--- config.mk ---
export PLATFORM = sky130hd
export DESIGN_NAME = sprite_frame_texcoord_unit
export DESIGN_NICKNAME = d
export VERILOG_FILES = /design/src/hw/rtl/sftu_pkg.sv /design/src/hw/rtl/sprite_frame_texcoord_unit.sv
export SDC_FILE = /design/constraint.sdc
export NUM_CORES = 1
export LEC_CHECK = 0
export BUFFER_PORTS_ARGS = -buffer_cell sky130_fd_sc_hd__clkbuf_2
export CORE_ASPECT_RATIO = 0.75
export CORE_MARGIN = 3
export CORE_UTILIZATION = 40
export DETAILED_ROUTE_END_ITERATION = 8
export GPL_ROUTABILITY_DRIVEN = 0
export PLACE_DENSITY = 0.66
export SYNTH_ARGS = -nofsm -noshare
export SYNTH_HDL_FRONTEND = slang
export SYNTH_SLANG_ARGS = --single-unit
--- constraint.sdc ---
create_clock -name i_clk -period 5.6 [get_ports i_clk]
set_input_delay 0.28 -clock i_clk [delete_from_list [all_inputs] [get_ports i_clk]]
set_output_delay 0.28 -clock i_clk [all_outputs]
set_load 0.01 [all_outputs]
--- src/hw/rtl/sftu_pkg.sv ---
// shared types and constants for the sprite frame texture coordinate unit
`timescale 1ns / 1ps

package sftu_pkg;

    // fixed point format of the coordinates: 2 integer bits over the fraction
    localparam int FRAC_BITS  = 16;
    localparam int QW         = FRAC_BITS + 2;

    // field widths
    localparam int SIZE_W     = 15;
    localparam int IDX_W      = 16;
    localparam int CFG_IDX_W  = 3;
    localparam int CFG_DATA_W = 16;

    // bit-serial step counts
    localparam int DIV_STEPS  = IDX_W;
    localparam int MUL_STEPS  = IDX_W + 1;
    localparam int STEPS_MAX  = (QW > MUL_STEPS) ? QW : MUL_STEPS;
    localparam int CNT_W      = $clog2(STEPS_MAX);

    // item kinds
    typedef enum logic [1:0] {
        K_ADVANCE = 2'd0,
        K_JUMP    = 2'd1,
        K_SELECT  = 2'd2,
        K_QUERY   = 2'd3
    } t_kind;

    // result error codes
    typedef enum logic [1:0] {
        E_OK       = 2'd0,
        E_PAST_END = 2'd1,
        E_RANGE    = 2'd2,
        E_WIDE     = 2'd3
    } t_err;

    // configuration register indexes
    typedef enum logic [CFG_IDX_W-1:0] {
        REG_SHEET_MODE      = 3'd0,
        REG_SPRITE_WIDTH    = 3'd1,
        REG_SPRITE_HEIGHT   = 3'd2,
        REG_TEXTURE_WIDTH   = 3'd3,
        REG_TEXTURE_HEIGHT  = 3'd4,
        REG_SPRITE_COUNT    = 3'd5,
        REG_FRAME_COUNT     = 3'd6,
        REG_ANIMATION_COUNT = 3'd7
    } t_cfg_reg;

    // input beat
    typedef struct packed {
        t_kind            kind;
        logic [IDX_W-1:0] index;
        logic [1:0]       corner;
    } t_in_item;

    // output beat
    typedef struct packed {
        t_err             error;
        logic [IDX_W-1:0] sprite_index;
        logic [QW-1:0]    tex_u;
        logic [QW-1:0]    tex_v;
    } t_out_item;

endpackage

--- src/hw/rtl/sprite_frame_texcoord_unit.sv ---
// sprite sheet frame tracker with bit-serial texture coordinate computation
// a new beat is stalled until the previous one has left the done state and its result is in
//   the output slot; a sprite wider than the texture goes from idle straight to the done state
// any other beat passes in order through the bit-serial units: two 16-step divisions,
//   a 17-step shift-and-add multiply and an 18-step fraction division
// reset: synchronous active low; configuration registers return to defaults, sprite and row to zero
`timescale 1ns / 1ps

module sprite_frame_texcoord_unit
    import sftu_pkg::*;
(
    input  logic                  i_clk,
    input  logic                  i_rst_n,
    // item channel
    input  logic                  i_in_valid,
    output logic                  o_in_stall,
    input  t_in_item              i_in_data,
    // result channel
    output logic                  o_out_valid,
    input  logic                  i_out_stall,
    output t_out_item             o_out_data,
    // configuration write channel
    input  logic                  i_cfg_valid,
    output logic                  o_cfg_ready,
    input  logic [CFG_IDX_W-1:0]  i_cfg_index,
    input  logic [CFG_DATA_W-1:0] i_cfg_data
);

    typedef enum logic [5:0] {
        S_IDLE = 6'b000001,
        S_DIV1 = 6'b000010,
        S_DIV2 = 6'b000100,
        S_MUL  = 6'b001000,
        S_FDIV = 6'b010000,
        S_DONE = 6'b100000
    } t_state;

    // configuration
    logic              r_mode;
    logic [SIZE_W-1:0] r_sw, r_sh, r_tw, r_th;
    logic [IDX_W-1:0]  r_scount, r_fcount, r_acount;

    // control and frame state
    t_state            r_state;
    logic [CNT_W-1:0]  r_cnt;
    logic [IDX_W-1:0]  r_cs, r_row;
    t_err              r_err;
    logic [1:0]        r_corner;
    logic              r_out_valid;
    t_out_item         r_out;

    // shared integer divider
    logic [SIZE_W-1:0] r_rem;
    logic [IDX_W-1:0]  r_quo;
    logic [IDX_W-1:0]  r_den;

    // multiply lanes
    logic [MUL_STEPS-1:0] r_xm, r_ym;
    logic [IDX_W:0]       r_xa, r_ya;
    logic                 r_xs, r_ys;

    // fraction divide lanes
    logic [SIZE_W-1:0] r_xr, r_yr;
    logic [QW-1:0]     r_xb, r_yb;

    // effective sizes and item front end
    logic [SIZE_W-1:0] sw_e, sh_e, tw_e, th_e;
    logic              is_wide;
    logic              in_acc;
    logic [IDX_W:0]    nxt;
    logic [IDX_W-1:0]  n_cs, n_row;
    t_err              n_err;

    // divider step
    logic [IDX_W-1:0]  dv_t;
    logic              dv_ge;
    logic [SIZE_W-1:0] dv_rem_n;
    logic [IDX_W-1:0]  dv_quo_n;
    logic [IDX_W-1:0]  row_sel;

    // multiply step
    logic [IDX_W+1:0]  x_sum, y_sum, x_lim, y_lim;
    logic              x_hit, y_hit;
    logic [IDX_W:0]    xa_n, ya_n;
    logic              xs_n, ys_n;

    // fraction divide step
    logic [IDX_W-1:0]  fx_t, fy_t;
    logic              fx_ge, fy_ge;
    logic [SIZE_W-1:0] xr_n, yr_n;

    assign o_in_stall  = (r_state != S_IDLE);
    assign o_out_valid = r_out_valid;
    assign o_out_data  = r_out;
    assign o_cfg_ready = 1'b1;

    assign in_acc = i_in_valid && (r_state == S_IDLE);

    // zero sizes count as one
    assign sw_e    = (r_sw == '0) ? SIZE_W'(1) : r_sw;
    assign sh_e    = (r_sh == '0) ? SIZE_W'(1) : r_sh;
    assign tw_e    = (r_tw == '0) ? SIZE_W'(1) : r_tw;
    assign th_e    = (r_th == '0) ? SIZE_W'(1) : r_th;
    assign is_wide = (sw_e > tw_e);

    // frame state update for the incoming beat
    always_comb begin
        n_cs  = r_cs;
        n_row = r_row;
        n_err = E_OK;
        nxt   = {1'b0, r_cs} + (IDX_W+1)'(1);
        case (i_in_data.kind)
            K_ADVANCE: begin
                if (!r_mode) begin
                    if (nxt >= {1'b0, r_scount}) begin
                        n_err = E_PAST_END;
                    end else begin
                        n_cs = nxt[IDX_W-1:0];
                    end
                end else begin
                    n_cs = (nxt >= {1'b0, r_fcount}) ? '0 : nxt[IDX_W-1:0];
                end
            end
            K_JUMP: begin
                if (i_in_data.index >= r_scount) begin
                    n_err = E_RANGE;
                end else begin
                    n_cs = i_in_data.index;
                end
            end
            K_SELECT: begin
                if (i_in_data.index >= r_acount) begin
                    n_err = E_RANGE;
                end else begin
                    n_row = i_in_data.index;
                end
            end
            default: begin
            end
        endcase
    end

    // restoring divider, one quotient bit per cycle
    always_comb begin
        dv_t     = {r_rem, r_quo[IDX_W-1]};
        dv_ge    = (dv_t >= r_den);
        dv_rem_n = dv_ge ? SIZE_W'(dv_t - r_den) : dv_t[SIZE_W-1:0];
        dv_quo_n = {r_quo[IDX_W-2:0], dv_ge};
        row_sel  = r_mode ? r_row : dv_quo_n;
    end

    // msb-first shift-and-add, sticky once the product reaches four texture sizes
    always_comb begin
        x_lim = {1'b0, tw_e, 2'b00};
        y_lim = {1'b0, th_e, 2'b00};
        x_sum = {r_xa, 1'b0} + (r_xm[MUL_STEPS-1] ? (IDX_W+2)'(sw_e) : '0);
        y_sum = {r_ya, 1'b0} + (r_ym[MUL_STEPS-1] ? (IDX_W+2)'(sh_e) : '0);
        x_hit = (x_sum >= x_lim);
        y_hit = (y_sum >= y_lim);
        xs_n  = r_xs || x_hit;
        ys_n  = r_ys || y_hit;
        xa_n  = xs_n ? r_xa : x_sum[IDX_W:0];
        ya_n  = ys_n ? r_ya : y_sum[IDX_W:0];
    end

    // fraction division by texture size, one bit per cycle per lane
    always_comb begin
        fx_t  = {r_xr, r_xb[QW-1]};
        fy_t  = {r_yr, r_yb[QW-1]};
        fx_ge = (fx_t >= {1'b0, tw_e});
        fy_ge = (fy_t >= {1'b0, th_e});
        xr_n  = fx_ge ? SIZE_W'(fx_t - {1'b0, tw_e}) : fx_t[SIZE_W-1:0];
        yr_n  = fy_ge ? SIZE_W'(fy_t - {1'b0, th_e}) : fy_t[SIZE_W-1:0];
    end

    // control, configuration and frame state
    always_ff @(posedge i_clk) begin
        if (!i_rst_n) begin
            r_state     <= S_IDLE;
            r_out_valid <= 1'b0;
            r_cs        <= '0;
            r_row       <= '0;
            r_mode      <= 1'b0;
            r_sw        <= SIZE_W'(16);
            r_sh        <= SIZE_W'(16);
            r_tw        <= SIZE_W'(256);
            r_th        <= SIZE_W'(256);
            r_scount    <= IDX_W'(1);
            r_fcount    <= IDX_W'(1);
            r_acount    <= IDX_W'(1);
        end else begin
            // configuration beat
            if (i_cfg_valid) begin
                case (t_cfg_reg'(i_cfg_index))
                    REG_SHEET_MODE:      r_mode   <= i_cfg_data[0];
                    REG_SPRITE_WIDTH:    r_sw     <= i_cfg_data[SIZE_W-1:0];
                    REG_SPRITE_HEIGHT:   r_sh     <= i_cfg_data[SIZE_W-1:0];
                    REG_TEXTURE_WIDTH:   r_tw     <= i_cfg_data[SIZE_W-1:0];
                    REG_TEXTURE_HEIGHT:  r_th     <= i_cfg_data[SIZE_W-1:0];
                    REG_SPRITE_COUNT:    r_scount <= i_cfg_data;
                    REG_FRAME_COUNT:     r_fcount <= i_cfg_data;
                    REG_ANIMATION_COUNT: r_acount <= i_cfg_data;
                    default: begin
                    end
                endcase
            end

            // output slot refills from the done state and drains when taken
            if (r_state == S_DONE && (!r_out_valid || !i_out_stall)) begin
                r_out_valid <= 1'b1;
            end else if (r_out_valid && !i_out_stall) begin
                r_out_valid <= 1'b0;
            end

            case (r_state)
                S_IDLE: begin
                    if (in_acc) begin
                        r_cs  <= n_cs;
                        r_row <= n_row;
                        r_state <= is_wide ? S_DONE : S_DIV1;
                    end
                end
                S_DIV1: begin
                    if (r_cnt == CNT_W'(DIV_STEPS - 1)) begin
                        r_state <= S_DIV2;
                    end
                end
                S_DIV2: begin
                    if (r_cnt == CNT_W'(DIV_STEPS - 1)) begin
                        r_state <= S_MUL;
                    end
                end
                S_MUL: begin
                    if (r_cnt == CNT_W'(MUL_STEPS - 1)) begin
                        r_state <= S_FDIV;
                    end
                end
                S_FDIV: begin
                    if (r_cnt == CNT_W'(QW - 1)) begin
                        r_state <= S_DONE;
                    end
                end
                S_DONE: begin
                    if (!r_out_valid || !i_out_stall) begin
                        r_state <= S_IDLE;
                    end
                end
                default: begin
                    r_state <= S_IDLE;
                end
            endcase
        end
    end

    // datapath shift registers and step counter
    always_ff @(posedge i_clk) begin
        case (r_state)
            S_IDLE: begin
                r_cnt    <= '0;
                r_err    <= is_wide ? E_WIDE : n_err;
                r_corner <= i_in_data.corner;
                // sprites per row: texture width over sprite width
                r_rem    <= '0;
                r_quo    <= IDX_W'(tw_e);
                r_den    <= IDX_W'(sw_e);
                // coordinates read as zero for a sprite wider than the texture
                r_xs     <= 1'b0;
                r_ys     <= 1'b0;
                r_xb     <= '0;
                r_yb     <= '0;
            end
            S_DIV1: begin
                if (r_cnt == CNT_W'(DIV_STEPS - 1)) begin
                    // column and row: current sprite over sprites per row
                    r_cnt <= '0;
                    r_rem <= '0;
                    r_quo <= r_cs;
                    r_den <= dv_quo_n;
                end else begin
                    r_cnt <= r_cnt + CNT_W'(1);
                    r_rem <= dv_rem_n;
                    r_quo <= dv_quo_n;
                end
            end
            S_DIV2: begin
                if (r_cnt == CNT_W'(DIV_STEPS - 1)) begin
                    // right and bottom corners add one sprite size
                    r_cnt <= '0;
                    r_xm  <= MUL_STEPS'(dv_rem_n) + MUL_STEPS'(r_corner[0]);
                    r_ym  <= MUL_STEPS'(row_sel) + MUL_STEPS'(r_corner[1]);
                    r_xa  <= '0;
                    r_ya  <= '0;
                    r_xs  <= 1'b0;
                    r_ys  <= 1'b0;
                end else begin
                    r_cnt <= r_cnt + CNT_W'(1);
                    r_rem <= dv_rem_n;
                    r_quo <= dv_quo_n;
                end
            end
            S_MUL: begin
                r_xm <= {r_xm[MUL_STEPS-2:0], 1'b0};
                r_ym <= {r_ym[MUL_STEPS-2:0], 1'b0};
                r_xa <= xa_n;
                r_ya <= ya_n;
                r_xs <= xs_n;
                r_ys <= ys_n;
                if (r_cnt == CNT_W'(MUL_STEPS - 1)) begin
                    // product below four sizes: its top bits seed the remainder
                    r_cnt <= '0;
                    r_xr  <= xa_n[IDX_W:2];
                    r_yr  <= ya_n[IDX_W:2];
                    r_xb  <= {xa_n[1:0], {FRAC_BITS{1'b0}}};
                    r_yb  <= {ya_n[1:0], {FRAC_BITS{1'b0}}};
                end else begin
                    r_cnt <= r_cnt + CNT_W'(1);
                end
            end
            S_FDIV: begin
                r_cnt <= r_cnt + CNT_W'(1);
                r_xr  <= xr_n;
                r_yr  <= yr_n;
                r_xb  <= {r_xb[QW-2:0], fx_ge};
                r_yb  <= {r_yb[QW-2:0], fy_ge};
            end
            S_DONE: begin
                r_cnt <= '0;
                if (!r_out_valid || !i_out_stall) begin
                    r_out.error        <= r_err;
                    r_out.sprite_index <= r_cs;
                    r_out.tex_u        <= r_xs ? {QW{1'b1}} : r_xb;
                    r_out.tex_v        <= r_ys ? {QW{1'b1}} : r_yb;
                end
            end
            default: begin
                r_cnt <= '0;
            end
        endcase
    end

endmodule
# [Word level (Yosys, flattened, before mapping)]
# Index checks and enable logic that the tools add are counted.
[op_classes] n_addsub=9 magnitude_cmp=10 eq_ne=28 muxes=61 n_bitwise=1 n_reduce_logical=41
[op_table] op="2-to-1 mux 15 bit" count=13
[op_table] op="one-hot mux 17 bit (2 select lines)" count=4
[op_table] op="2-to-1 mux 16 bit" count=8
[op_table] op="one-hot mux 18 bit (3 select lines)" count=2
[op_table] op="2-to-1 mux 17 bit" count=5
[op_table] op="one-hot mux 16 bit (2 select lines)" count=2
[op_table] op="logical NOT 15 bit" count=4
[op_table] op="one-hot mux 15 bit (2 select lines)" count=2
[op_table] op="greater-or-equal comparator 16 bit" count=3
[op_table] op="one-hot mux 16 bit (3 select lines)" count=1
[op_table] op="one-hot mux 15 bit (3 select lines)" count=1
[op_table] op="subtractor 15 bit" count=3
[op_table] op="2-to-1 mux 6 bit" count=7
[op_table] op="adder 18 x 15 -> 18 bit" count=2
[op_table] op="greater-or-equal comparator 18 x 17 -> 1 bit" count=2
[op_table] op="2-to-1 mux 18 bit" count=2
[op_table] op="one-hot mux 6 bit (6 select lines)" count=1
[op_table] op="greater-or-equal comparator 17 x 16 -> 1 bit" count=2
[op_table] op="greater-or-equal comparator 16 x 15 -> 1 bit" count=2
[op_table] op="AND reduction 2 bit" count=15
[op_table] op="adder 16 x 1 -> 17 bit" count=1
[op_table] op="adder 16 x 1 -> 17 bit, second input constant" count=1
[op_table] op="adder 15 x 1 -> 16 bit" count=1
[op_table] op="> comparator 15 bit" count=1
[op_table] op="other kinds (36)" count=65
[totals] ff_bits=394 inputBits=44 output_inout_bits=57 word_cells=182

# [Depth between registers and ports, before layout]
# Gate-level depths: netlist of run 1.
[depth] word_depth=9 mapped_depth=23 mapped_depth_nobuf=20

# [Worst setup path after synthesis of run 1]
# OpenSTA, ideal clock, no wires.
[synth_timing] path_kind="reg-to-reg" start="reg r_xm[16]" end="reg r_xr[10], data pin" setup_time_ns=0.272 arrival_time_ns=4.785 t_required_ns=5.328 setup_slack_ns=0.543 stages_incl_launch_ff=23 n_path_buf=3 period_less_slack_ns=5.057 cell_sequence="edfxtp_1 clkbuf_1 and2_1 ha_1 fa_1 a21oi_1 o211ai_1 o41ai_1 or2_2 a21oi_1 o41ai_1 xnor2_1 ha_1 nand2_1 nor2_1 a221oi_1 o211ai_1 or4b_1 a21oi_1 buf_6 buf_12 mux2i_1 mux2i_1"
[synth_between] elab_chain_cells=7
[synth_rtl] item="start: declaration" line_no="sprite_frame_texcoord_unit.sv:58" source="logic [MUL_STEPS-1:0] r_xm, r_ym;"
[synth_rtl] item="start signal: assignment" line_no="sprite_frame_texcoord_unit.sv:289" source="r_xm <= MUL_STEPS'(dv_rem_n) + MUL_STEPS'(r_corner[0]);"
[synth_rtl] item="start signal: assignment" line_no="sprite_frame_texcoord_unit.sv:302" source="r_xm <= {r_xm[MUL_STEPS-2:0], 1'b0};"
[synth_rtl] item="2-to-1 mux 15 bit *" line_no="sprite_frame_texcoord_unit.sv:156" source="x_sum = {r_xa, 1'b0} + (r_xm[MUL_STEPS-1] ? (IDX_W+2)'(sw_e) : '0);"
[synth_rtl] item="adder 18 x 15 -> 18 bit *" line_no="sprite_frame_texcoord_unit.sv:156"
[synth_rtl] item="greater-or-equal comparator 18 x 17 -> 1 bit" line_no="sprite_frame_texcoord_unit.sv:158" source="x_hit = (x_sum >= x_lim);"
[synth_rtl] item="logical OR 1 bit" line_no="sprite_frame_texcoord_unit.sv:160" source="xs_n = r_xs || x_hit;"
[synth_rtl] item="2-to-1 mux 17 bit *" line_no="sprite_frame_texcoord_unit.sv:162" source="xa_n = xs_n ? r_xa : x_sum[IDX_W:0];"
[synth_rtl] item="2-to-1 mux 15 bit *" line_no="sprite_frame_texcoord_unit.sv:308" source="if (r_cnt == CNT_W'(MUL_STEPS - 1)) begin"
[synth_rtl] item="one-hot mux 15 bit (2 select lines) *" line_no="sprite_frame_texcoord_unit.sv:257" source="case (r_state)"
[synth_rtl] item="end signal: assignment" line_no="sprite_frame_texcoord_unit.sv:311" source="r_xr <= xa_n[IDX_W:2];"
[synth_rtl] item="end signal: assignment" line_no="sprite_frame_texcoord_unit.sv:321" source="r_xr <= xr_n;"
[synth_rtl] item="end: declaration" line_no="sprite_frame_texcoord_unit.sv:63" source="logic [SIZE_W-1:0] r_xr, r_yr;"
# Mark *: on every way between the ends. The rest lies on a longest branch, timed or not. The select of a mux whose other input is x is not followed.
# A chain may end at the register's enable or synchronous reset.

# [Final worst setup path of run 1]
[layout_timing] start="reg r_xm[16]" end="reg r_xb[17], data pin"
[layout_between] elab_chain_cells=7
[layout_rtl] item="2-to-1 mux 15 bit *" line_no="sprite_frame_texcoord_unit.sv:156"
[layout_rtl] item="adder 18 x 15 -> 18 bit *" line_no="sprite_frame_texcoord_unit.sv:156"
[layout_rtl] item="greater-or-equal comparator 18 x 17 -> 1 bit" line_no="sprite_frame_texcoord_unit.sv:158"
[layout_rtl] item="logical OR 1 bit" line_no="sprite_frame_texcoord_unit.sv:160"
[layout_rtl] item="2-to-1 mux 17 bit *" line_no="sprite_frame_texcoord_unit.sv:162"
[layout_rtl] item="2-to-1 mux 18 bit *" line_no="sprite_frame_texcoord_unit.sv:308"
[layout_rtl] item="one-hot mux 18 bit (3 select lines) *" line_no="sprite_frame_texcoord_unit.sv:257"
[layout_rtl] item="end signal: assignment" line_no="sprite_frame_texcoord_unit.sv:313" source="r_xb <= {xa_n[1:0], {FRAC_BITS{1'b0}}};"
[layout_rtl] item="end signal: assignment" line_no="sprite_frame_texcoord_unit.sv:323" source="r_xb <= {r_xb[QW-2:0], fx_ge};"
[layout_rtl] item="end: declaration" line_no="sprite_frame_texcoord_unit.sv:64" source="logic [QW-1:0] r_xb, r_yb;"
# Marks and branches as above.

==> flow_metrics.env, run 1 <==
export IMPL_status="completed"
export IMPL_r2r_start="r_xm[16]"
export IMPL_ys_seq_area_frac=0.428
export IMPL_yosysMostFrequentCell="nand2_1"
export IMPL_async_flop_share=0
export IMPL_powerDensity_mw_per_mm2=370
export IMPL_grt_max_degree=100
export IMPL_slew_headroom=0.234
export IMPL_crit_arrival_ns=5.71
export IMPL_worst_setup_path_end_kind="register"
export IMPL_finalHoldWorstSlack_ns=0.0400
export IMPL_synth_seq_cells=394
export IMPL_io_buffers=99
export IMPL_hold_path_class="input pin to register"
export IMPL_required_ns=5.93
export IMPL_grt_usage=0.204
export IMPL_maxCapViolCount=0
export IMPL_worst_pin_slew_ns=1.14
export IMPL_fp_row_count=77
export IMPL_whs_endpoint="r_scount[15]"
export IMPL_cp_max_fo=19
export IMPL_cts_buffers=42
export IMPL_finalSetupViolations=0
export IMPL_die_y_um=218
export IMPL_ir_worst_vdd_mv=0.264
export IMPL_synth_distinct_cells=88
export IMPL_cts_max_level=2
export IMPL_cts_sinks=394
export IMPL_crit_family="compound AO/OA/AOI/OAI gates"
export IMPL_ys_warn_count=0
export IMPL_wl_um=65800
export IMPL_drt_initial_drc_count=2038
export IMPL_initial_core_util=0.406
export IMPL_cts_tree="built"
export IMPL_drv_slew=0
export IMPL_cts_root_buffer="clkbuf_16"
export IMPL_dr_total_vias=19100
export IMPL_first_global_vias=18100
export IMPL_wl_per_cell_um=19.2
export IMPL_insertion_delay_ns=0.59
export IMPL_max_freq_mhz=186
export IMPL_netlist_instances=2554
export IMPL_synth_common_cells="nand2_1 (362), edfxtp_1 (241), nor2_1 (195)"
export IMPL_path_cells="and2_1 -> ha_1 -> fa_1 -> a21oi_1 -> o211ai_1 -> o41ai_2 -> or2_2 -> a21oi_1 -> o41ai_2 -> xnor2_1 -> ha_1 -> nand2_1 -> nor2_1 -> a221oi_1 -> o211ai_1 -> or4b_1 -> a21oi_2 -> buf_12 -> mux2i_1 -> nor2_1 -> a21o_1"
export IMPL_cpMaxStageDelayCell="or4b_1"
export IMPL_final_util=0.450
export IMPL_critical_path_class="register to register"
export IMPL_ios=101
export IMPL_syn_mean_instance_area_um2=9.42
export IMPL_period_needed_ns=5.38
export IMPL_hold_viol_final=0
export IMPL_via_per_inst=5.57
export IMPL_grt_ovfl_total=0
export IMPL_min_from="i_cfg_data[15]"
export IMPL_drcViolationCount=0
export IMPL_start_kind="register"
export IMPL_r2r_slack_ns=0.22
export IMPL_leakage_nw=10.4
export IMPL_reg2reg_depth=21
export IMPL_synth_area_leaders="edfxtp_1 (30%), dfxtp_1 (13%), ha_1 (10%), nand2_1 (5.6%), a21boi_0 (3.6%)"
export IMPL_syn_area_mm2=0.0241
export IMPL_first_pass_iters=9
export IMPL_hpwl_um=48500
export IMPL_skew_ns=0.0248
export IMPL_clk_pin_slew_ns=0.07
export IMPL_reg2reg_to="r_xb[17]"
export IMPL_final_antenna_net_count=0
export IMPL_synthFlopType="edfxtp_1"
export IMPL_synth_edff_count=241
export IMPL_cp_slowest_stage_delay_ns=0.53
export IMPL_grt_antenna_before_repair=1
export IMPL_timing_critical_path_buf_inv=1
export IMPL_whs_path_depth=3
export IMPL_nets=2848
export IMPL_synth_fp_nets=2796
export IMPL_grt_pass1_wl_um=102000
export IMPL_dieArea_mm2=0.0631
export IMPL_clockBufferDepth=3
export IMPL_yosys_area_top_type="edfxtp_1"
export IMPL_finalCritPeriodShare=0.961
export IMPL_drive_above_1_share=0.110
export IMPL_core_area_mm2=0.0593
export IMPL_fp_dieW_um=289
export IMPL_synth_top_area_frac=0.301
export IMPL_area_delta_synth_final_pct=10.9
==> cells in the final DEF, fill, tap and decap left out, types with 34 or more instances in the layout <==
cell / synthesis / layout
ha_1: 193 / 193
and2_1: 69 / 69
nand3_1: 58 / 58
xor2_1: 37 / 37
nor3_1: 42 / 42
nand2_1: 362 / 361
a21boi_0: 116 / 116
mux2i_1: 80 / 80
inv_1: 157 / 157
o21ai_0: 84 / 82
clkbuf_2: 0 / 98
dfxtp_1: 153 / 153
a21o_1: 35 / 35
nor2_1: 195 / 194
nor2b_1: 34 / 34
edfxtp_1: 241 / 241
clkbuf_16: 0 / 45
or2_2: 46 / 46
xnor2_1: 51 / 51
a21oi_1: 123 / 121
==> per-stage QoR <==
stage          instances  TNS, ns  power (mW)  instance area (um2)  setup slack (ns)
6_report            3431        0        9.86                26700             0.220
5_1_grt             3430    -1.15        10.4                26700            -0.119
4_1_cts             3430        0        9.88                26600             0.185
3_5_place_dp        3348        0        7.03                25200             0.207
3_3_place_gp        3348        0        6.95                25200             0.308
2_1_floorplan       2554        0        6.22                24100             0.543
==> flip-flops by register name, indices dropped and copies added (netlist names), 16 cells and up <==
| signal | count |
|---|---|
| o_out_data | 54 |
| r_xb | 18 |
| r_yb | 18 |
| r_xa | 17 |
| r_xm | 17 |
| r_ya | 17 |
| r_ym | 17 |
| r_acount | 16 |
| r_cs | 16 |
| r_den | 16 |
| r_fcount | 16 |
| r_quo | 16 |
| r_row | 16 |
| r_scount | 16 |
==> how the worst max path moves through the flow <==
stage / cells after the start / to / slack [ns] / from
floorplan: 22 / r_xr[10] / 0.54 / r_xm[16]
global placement: 21 / r_xb[16] / 0.31 / r_xm[16]
detailed placement: 21 / r_xb[16] / 0.21 / r_xm[16]
CTS: 21 / r_xb[16] / 0.19 / r_xm[16]
global route: 21 / r_xb[17] / -0.12 / r_xm[16]
finish: 21 / r_xb[17] / 0.22 / r_xm[16]
==> what timing repair did <==
item | CTS | global route
buffers inserted | 0 | 0
endpoints found under the setup margin | 0 | 34
gates resized for setup | 0 | 2
hold endpoints to repair | 4 | 0
hold buffers | 4 | 0
==> layer usage <==
layer	global-route usage	wire, um	up-vias
met5	0	9	-
met4	0.0675	2050	2
met3	0.0356	4800	145
met2	0.307	28300	628
met1	0.297	30600	9160
li1	-	-	9192
==> tightest hold or removal path, delay by kind of cell <==
| family | cells | cell delay, ns |
|---|---|---|
| buf+inv | 1 | 0.15 |
| compound gates | 1 | 0.07 |
| simple gates | 1 | 0.08 |
==> cell type report <==
cell class / instances / area (um2)
clock inverters: 14 / 143
clock buffers: 64 / 1230
multi-input cells: 1883 / 12700
diodes: 1 / 2.50
repair buffers: 128 / 738
fillers: 5634 / 32600
well taps: 790 / 988
inverters: 157 / 589
flip-flops and latches: 394 / 10300
==> logic make-up (layout without fill, tap and decap cells) <==
| family | after synthesis | count (layout) | share of synthesized area |
|---|---|---|---|
| buffers and inverters | 277 | 363 | 0.0472 |
| adders and majority gates | 198 | 198 | 0.105 |
| and+or+nand+nor | 953 | 953 | 0.190 |
| other | 1 | 2 | 0.000156 |
| AOI/OAI and AO/OA | 539 | 539 | 0.153 |
| muxes | 104 | 104 | 0.0445 |
| DFF | 394 | 394 | 0.428 |
| xor gates and xnor gates | 88 | 88 | 0.0320 |
==> power by group <==
group	switching, mW	internal (mW)
sequential	0.314	3.69
combinational	1.78	1.23
clock	1.22	1.63
No activity file was read; power rests on OpenSTA's default activity.
==> run 2: changes to the inputs <==
Clock period 5.6 ns to 5.74 ns, I/O delays scaled along.
==> run 2 against run 1 <==
Net effect: clock power is 3% lower; fmax hardly changed; die area stayed put; register-to-register slack better by 0.14 ns; core utilization hardly changed; total power is 2.2% lower; critical endpoint is now r_xb[16]; wire length is 0.34% higher; hold slack worse by 0.013 ns; largest power group unchanged; cell area hardly changed; first-iteration DRC count is 6.4% lower; non-clock buffer count is 3 lower; combinational power is 2% lower.
==> flow_metrics.env, run 2 (same netlist as run 1, synthesis figures left out) <==
export IMPL_status="completed"
export IMPL_max_freq_mhz=186
export IMPL_nFillCells=5589
export IMPL_cp_max_fo=19
export IMPL_hpwl_um=48600
export IMPL_wl_per_cell_um=19.3
export IMPL_largest_reg_flops=54
export IMPL_met3_usage=0.0317
export IMPL_hold_viol_final=0
export IMPL_wl_um=66000
export IMPL_area_delta_synth_final_pct=10.9
export IMPL_cts_root_buffer="clkbuf_16"
export IMPL_ir_worst_vdd_mv=0.262
export IMPL_busiest_layer="met2"
export IMPL_io_buffers=99
export IMPL_drv_slew=0
export IMPL_via_per_inst=5.59
export IMPL_final_antenna_net_count=0
export IMPL_postCtsSetupBuffers=0
export IMPL_finalCritPeriodShare=0.937
export IMPL_finalSetupViolations=0
export IMPL_ios=101
export IMPL_maxCapViolCount=0
export IMPL_p_total_mw=9.64
export IMPL_drive_above_1_share=0.110
export IMPL_nets=2845
export IMPL_dr_total_vias=19200
export IMPL_final_area_mm2=0.0267
export IMPL_cts_max_level=2
export IMPL_grt_usage=0.206
export IMPL_fp_row_count=77
export IMPL_skew_ns=0.0342
export IMPL_cts_sinks=394
export IMPL_num_antenna_cells=0
export IMPL_place_area_mm2=0.0252
export IMPL_critical_path_class="register to register"
export IMPL_die_y_um=218
export IMPL_clockBufferDepth=3
export IMPL_first_global_vias=18300
export IMPL_final_util=0.450
export IMPL_drcViolationCount=0
export IMPL_fp_dieW_um=289
export IMPL_required_ns=6.07
export IMPL_grt_antenna_before_repair=2
export IMPL_drt_initial_drc_count=1908
export IMPL_period_needed_ns=5.38
export IMPL_first_pass_iters=9
export IMPL_layout_commonest_cell="nand2_1"
export IMPL_worst_setup_path_end_kind="register"
export IMPL_initial_core_util=0.406
export IMPL_grt_util_met1=0.302
export IMPL_crit_arrival_ns=5.71
export IMPL_hold_path_class="input pin to register"
export IMPL_powerDensity_mw_per_mm2=361
export IMPL_core_area_mm2=0.0593
export IMPL_slew_headroom=0.108
export IMPL_grt_max_degree=112
export IMPL_clk_pin_slew_ns=0.06
export IMPL_use_met2=0.315
export IMPL_cts_tree="built"
export IMPL_final_cell_mix="nand2_1 (361), edfxtp_1 (241), nor2_1 (194)"
export IMPL_leakage_nw=10.4
export IMPL_grt_ovfl_total=0
export IMPL_setup_tns_ns=0
export IMPL_start_kind="register"
export IMPL_rsz0062_at_grt="false"
export IMPL_grt_pass1_wl_um=103000
export IMPL_insertion_delay_ns=0.60
export IMPL_worst_pin_slew_ns=1.33
export IMPL_cts_buffers=42
export IMPL_dieArea_mm2=0.0631
## run 2: changes by cell type in the layout (fill, tap and decap cells not counted), moves of 2 or more
cell and delta:
clkbuf_4 -2, clkinv_8 +2, buf_4 -2, clkbuf_1 -5, clkbuf_8 +3
## run 2: layout make-up
type                       instances  area (um2)  share of cell area
multi-input combinational       1883       12700               0.475
inverter                         157         589              0.0221
clock inverter                    16         163             0.00610
clock buffer                      61        1250              0.0468
tap                              790         988              0.0371
sequential                       394       10300               0.386
timing repair buffer             125         713              0.0267
## run 2: final timing paths
check                           slack (ns)  cells past startpoint     endpoint        start
worst max-delay path                  0.36                     21     r_xb[16]     r_xm[16]
worst min-delay path                  0.03                      3  o_out_valid  i_out_stall
worst max register to register        0.36                     21     r_xb[16]     r_xm[16]
worst min register to register        0.46                      2     r_row[1]     r_row[1]
## run 2: timing repair
| action | CTS | global route |
|---|---|---|
| hold buffers | 3 | 0 |
| endpoints found under the setup margin | 0 | 34 |
| hold endpoints to repair | 3 | 0 |
| resized for setup | 0 | 2 |
## run 2: power by group
group	internal [mW]	switching, mW
logic	1.20	1.77
clock network	1.57	1.19
registers	3.60	0.311
## run 2: metrics by stage
stage          worst slack (ns)  cells  hold slack, ns
2_1_floorplan             0.683   2554           0.386
3_3_place_gp              0.322   3346           0.439
3_5_place_dp              0.230   3346           0.447
4_1_cts                   0.215   3426        0.000778
5_1_grt                  0.0439   3426          0.0443
6_report                  0.362   3426          0.0272
## run 2: worst max-delay path: stages (launching register included)
cell,delay [ns]
edfxtp_1,0.54
and2_1,0.23
ha_1,0.21
fa_1,0.42
a21oi_1,0.19
o211ai_1,0.17
o41ai_2,0.29
or2_2,0.21
a21oi_1,0.10
o41ai_2,0.27
xnor2_1,0.22
ha_1,0.31
nand2_1,0.12
nor2_1,0.06
a221oi_1,0.23
o211ai_1,0.14
or4b_1,0.53
a21oi_2,0.19
buf_12,0.20
mux2i_1,0.22
nor2_1,0.07
a21o_1,0.18
## run 2: layer usage
| layer | part of all wire | vias up |
|---|---|---|
| met5 | 0.00020 | - |
| met4 | 0.026 | 2 |
| met3 | 0.074 | 108 |
| met2 | 0.44 | 652 |
| met1 | 0.46 | 9234 |
| li1 | - | 9161 |
==> run 3: changes to the inputs <==
Settings changed: HOLD_SLACK_MARGIN from default to 0.03.
==> run 3 against run 2 <==
Net effect: sequential share of layout area barely moved; non-clock buffer count rose by 3; wire length rose by 0.20%; clock-buffer cell count did not move; fmax barely moved; worst setup slack got worse by 0.0048 ns; via count fell by 0.16%; largest cell class unchanged; largest power group unchanged.
==> flow_metrics.env, run 3 (same netlist as run 1, synthesis figures left out) <==
export IMPL_status="completed"
export IMPL_required_ns=6.07
export IMPL_num_antenna_cells=0
export IMPL_startpoint="r_xm[16]"
export IMPL_grt_antenna_before_repair=2
export IMPL_layout_commonest_cell="nand2_1"
export IMPL_start_kind="register"
export IMPL_drive_above_1_share=0.110
export IMPL_r2r_start="r_xm[16]"
export IMPL_dieArea_mm2=0.0631
export IMPL_via_per_inst=5.58
export IMPL_nets=2848
export IMPL_ios=101
export IMPL_cts_max_level=2
export IMPL_skew_ns=0.0334
export IMPL_grt_usage=0.206
export IMPL_setup_tns_ns=0
export IMPL_reg2reg_depth=21
export IMPL_critical_path_class="register to register"
export IMPL_max_freq_mhz=186
export IMPL_io_buffers=99
export IMPL_cts_root_buffer="clkbuf_16"
export IMPL_r2r_slack_ns=0.36
export IMPL_worst_setup_path_end_kind="register"
export IMPL_hold_path_class="input pin to register"
export IMPL_slew_headroom=0.155
export IMPL_clk_pin_slew_ns=0.07
export IMPL_reg2reg_to="r_xb[16]"
export IMPL_cts_sinks=394
export IMPL_cts_tree="built"
export IMPL_leakage_nw=10.5
export IMPL_hold_viol_final=0
export IMPL_powerDensity_mw_per_mm2=361
export IMPL_nFillCells=5586
export IMPL_finalSetupViolations=0
export IMPL_final_antenna_net_count=0
export IMPL_hpwl_um=48600
export IMPL_grt_max_degree=112
export IMPL_crit_arrival_ns=5.72
export IMPL_area_delta_synth_final_pct=11.0
export IMPL_final_cell_mix="nand2_1 (361), edfxtp_1 (241), nor2_1 (194)"
export IMPL_insertion_delay_ns=0.60
export IMPL_drt_initial_drc_count=1853
export IMPL_clockBufferDepth=3
export IMPL_drcViolationCount=0
export IMPL_first_pass_iters=8
export IMPL_finalCritPeriodShare=0.938
export IMPL_cts_buffers=42
export IMPL_wl_per_cell_um=19.3
export IMPL_rsz0062_at_grt="false"
export IMPL_largest_reg_flops=54
export IMPL_setup_slack_ns=0.357
export IMPL_ir_worst_vdd_mv=0.264
export IMPL_postCtsSetupBuffers=0
export IMPL_fp_dieW_um=289
export IMPL_drv_slew=0
export IMPL_core_area_mm2=0.0593
export IMPL_preCtsSetupSlack_ns=0.230
export IMPL_worstSetupEndpoint="r_xb[16]"
export IMPL_dr_total_vias=19100
export IMPL_first_global_vias=18400
export IMPL_wl_um=66100
export IMPL_initial_core_util=0.406
export IMPL_fp_row_count=77
export IMPL_period_needed_ns=5.38
export IMPL_cp_max_fo=19
export IMPL_grt_ovfl_total=0
export IMPL_die_y_um=218
export IMPL_worst_pin_slew_ns=1.26
export IMPL_maxCapViolCount=0
export IMPL_grt_pass1_wl_um=104000
-- run 3: cell count changes in the layout (fill, tap and decap cells not counted), sizes merged --
cell,before,now
dlygate4sd3,3,6
-- run 3: power by group --
| part | total, mW | switching (mW) | internal [mW] |
|---|---|---|---|
| logic | 2.96 | 1.77 | 1.20 |
| clock network | 2.77 | 1.20 | 1.57 |
| registers | 3.91 | 0.311 | 3.60 |
| total | 9.64 | 3.27 | 6.37 |
-- run 3: metal layers --
layer	wire, um	GRT usage	vias to the layer above
met2	29100	0.316	637
met1	30400	0.302	9225
met4	1610	0.0578	2
met5	13	0	-
met3	5020	0.0317	96
li1	-	-	9167
-- run 3: how the worst min path moves through the flow --
stage / startpoint / to / slack (ns) / cells after the start
global route: i_in_data[19] / r_err[0] / 0.06 / 2
CTS: i_in_data[19] / r_err[0] / 0.04 / 2
global placement: r_row[2] / r_row[2] / 0.44 / 2
detailed placement: r_row[1] / r_row[1] / 0.45 / 2
finish: i_in_data[19] / r_err[0] / 0.06 / 2
floorplan: i_in_data[0] / r_corner[0] / 0.39 / 0
-- run 3: area by class of cell --
class,count,area (um2),share of cell area
Sequential cell,394,10300,0.386
Timing Repair Buffer,128,743,0.0278
Clock inverter,16,163,0.00609
Inverter,157,589,0.0221
Multi-Input combinational cell,1883,12700,0.475
Clock buffer,61,1250,0.0467
Tap cell,790,988,0.0370
-- run 3: repair_timing --
action                     CTS  global route
gates resized for setup      0             2
setup endpoints to repair    0            34
hold buffers                 6             0
hold endpoints to repair     8             0
-- run 3: metrics by stage --
| step | cells | power [mW] | util | hold slack [ns] | area, um2 |
|---|---|---|---|---|---|
| finish | 3429 | 9.64 | 0.451 | 0.0576 | 26700 |
| global route | 3429 | 10.2 | 0.451 | 0.0552 | 26700 |
| global placement | 3346 | 6.78 | 0.426 | 0.439 | 25200 |
| detailed placement | 3346 | 6.89 | 0.426 | 0.447 | 25200 |
| floorplan | 2554 | 6.07 | - | 0.386 | 24100 |
| CTS | 3429 | 9.68 | 0.450 | 0.0353 | 26700 |
-- run 3: critical path, cell delays in order (launching register included) --
cell and delay [ns]:
edfxtp_1 0.54, and2_1 0.23, ha_1 0.21, fa_1 0.41, a21oi_1 0.19, o211ai_1 0.17
o41ai_2 0.31, or2_2 0.21, a21oi_1 0.10, o41ai_2 0.27, xnor2_1 0.22, ha_1 0.31
nand2_1 0.12, nor2_1 0.06, a221oi_1 0.23, o211ai_1 0.14, or4b_1 0.53, a21oi_2 0.19
buf_12 0.20, mux2i_1 0.22, nor2_1 0.07, a21o_1 0.18
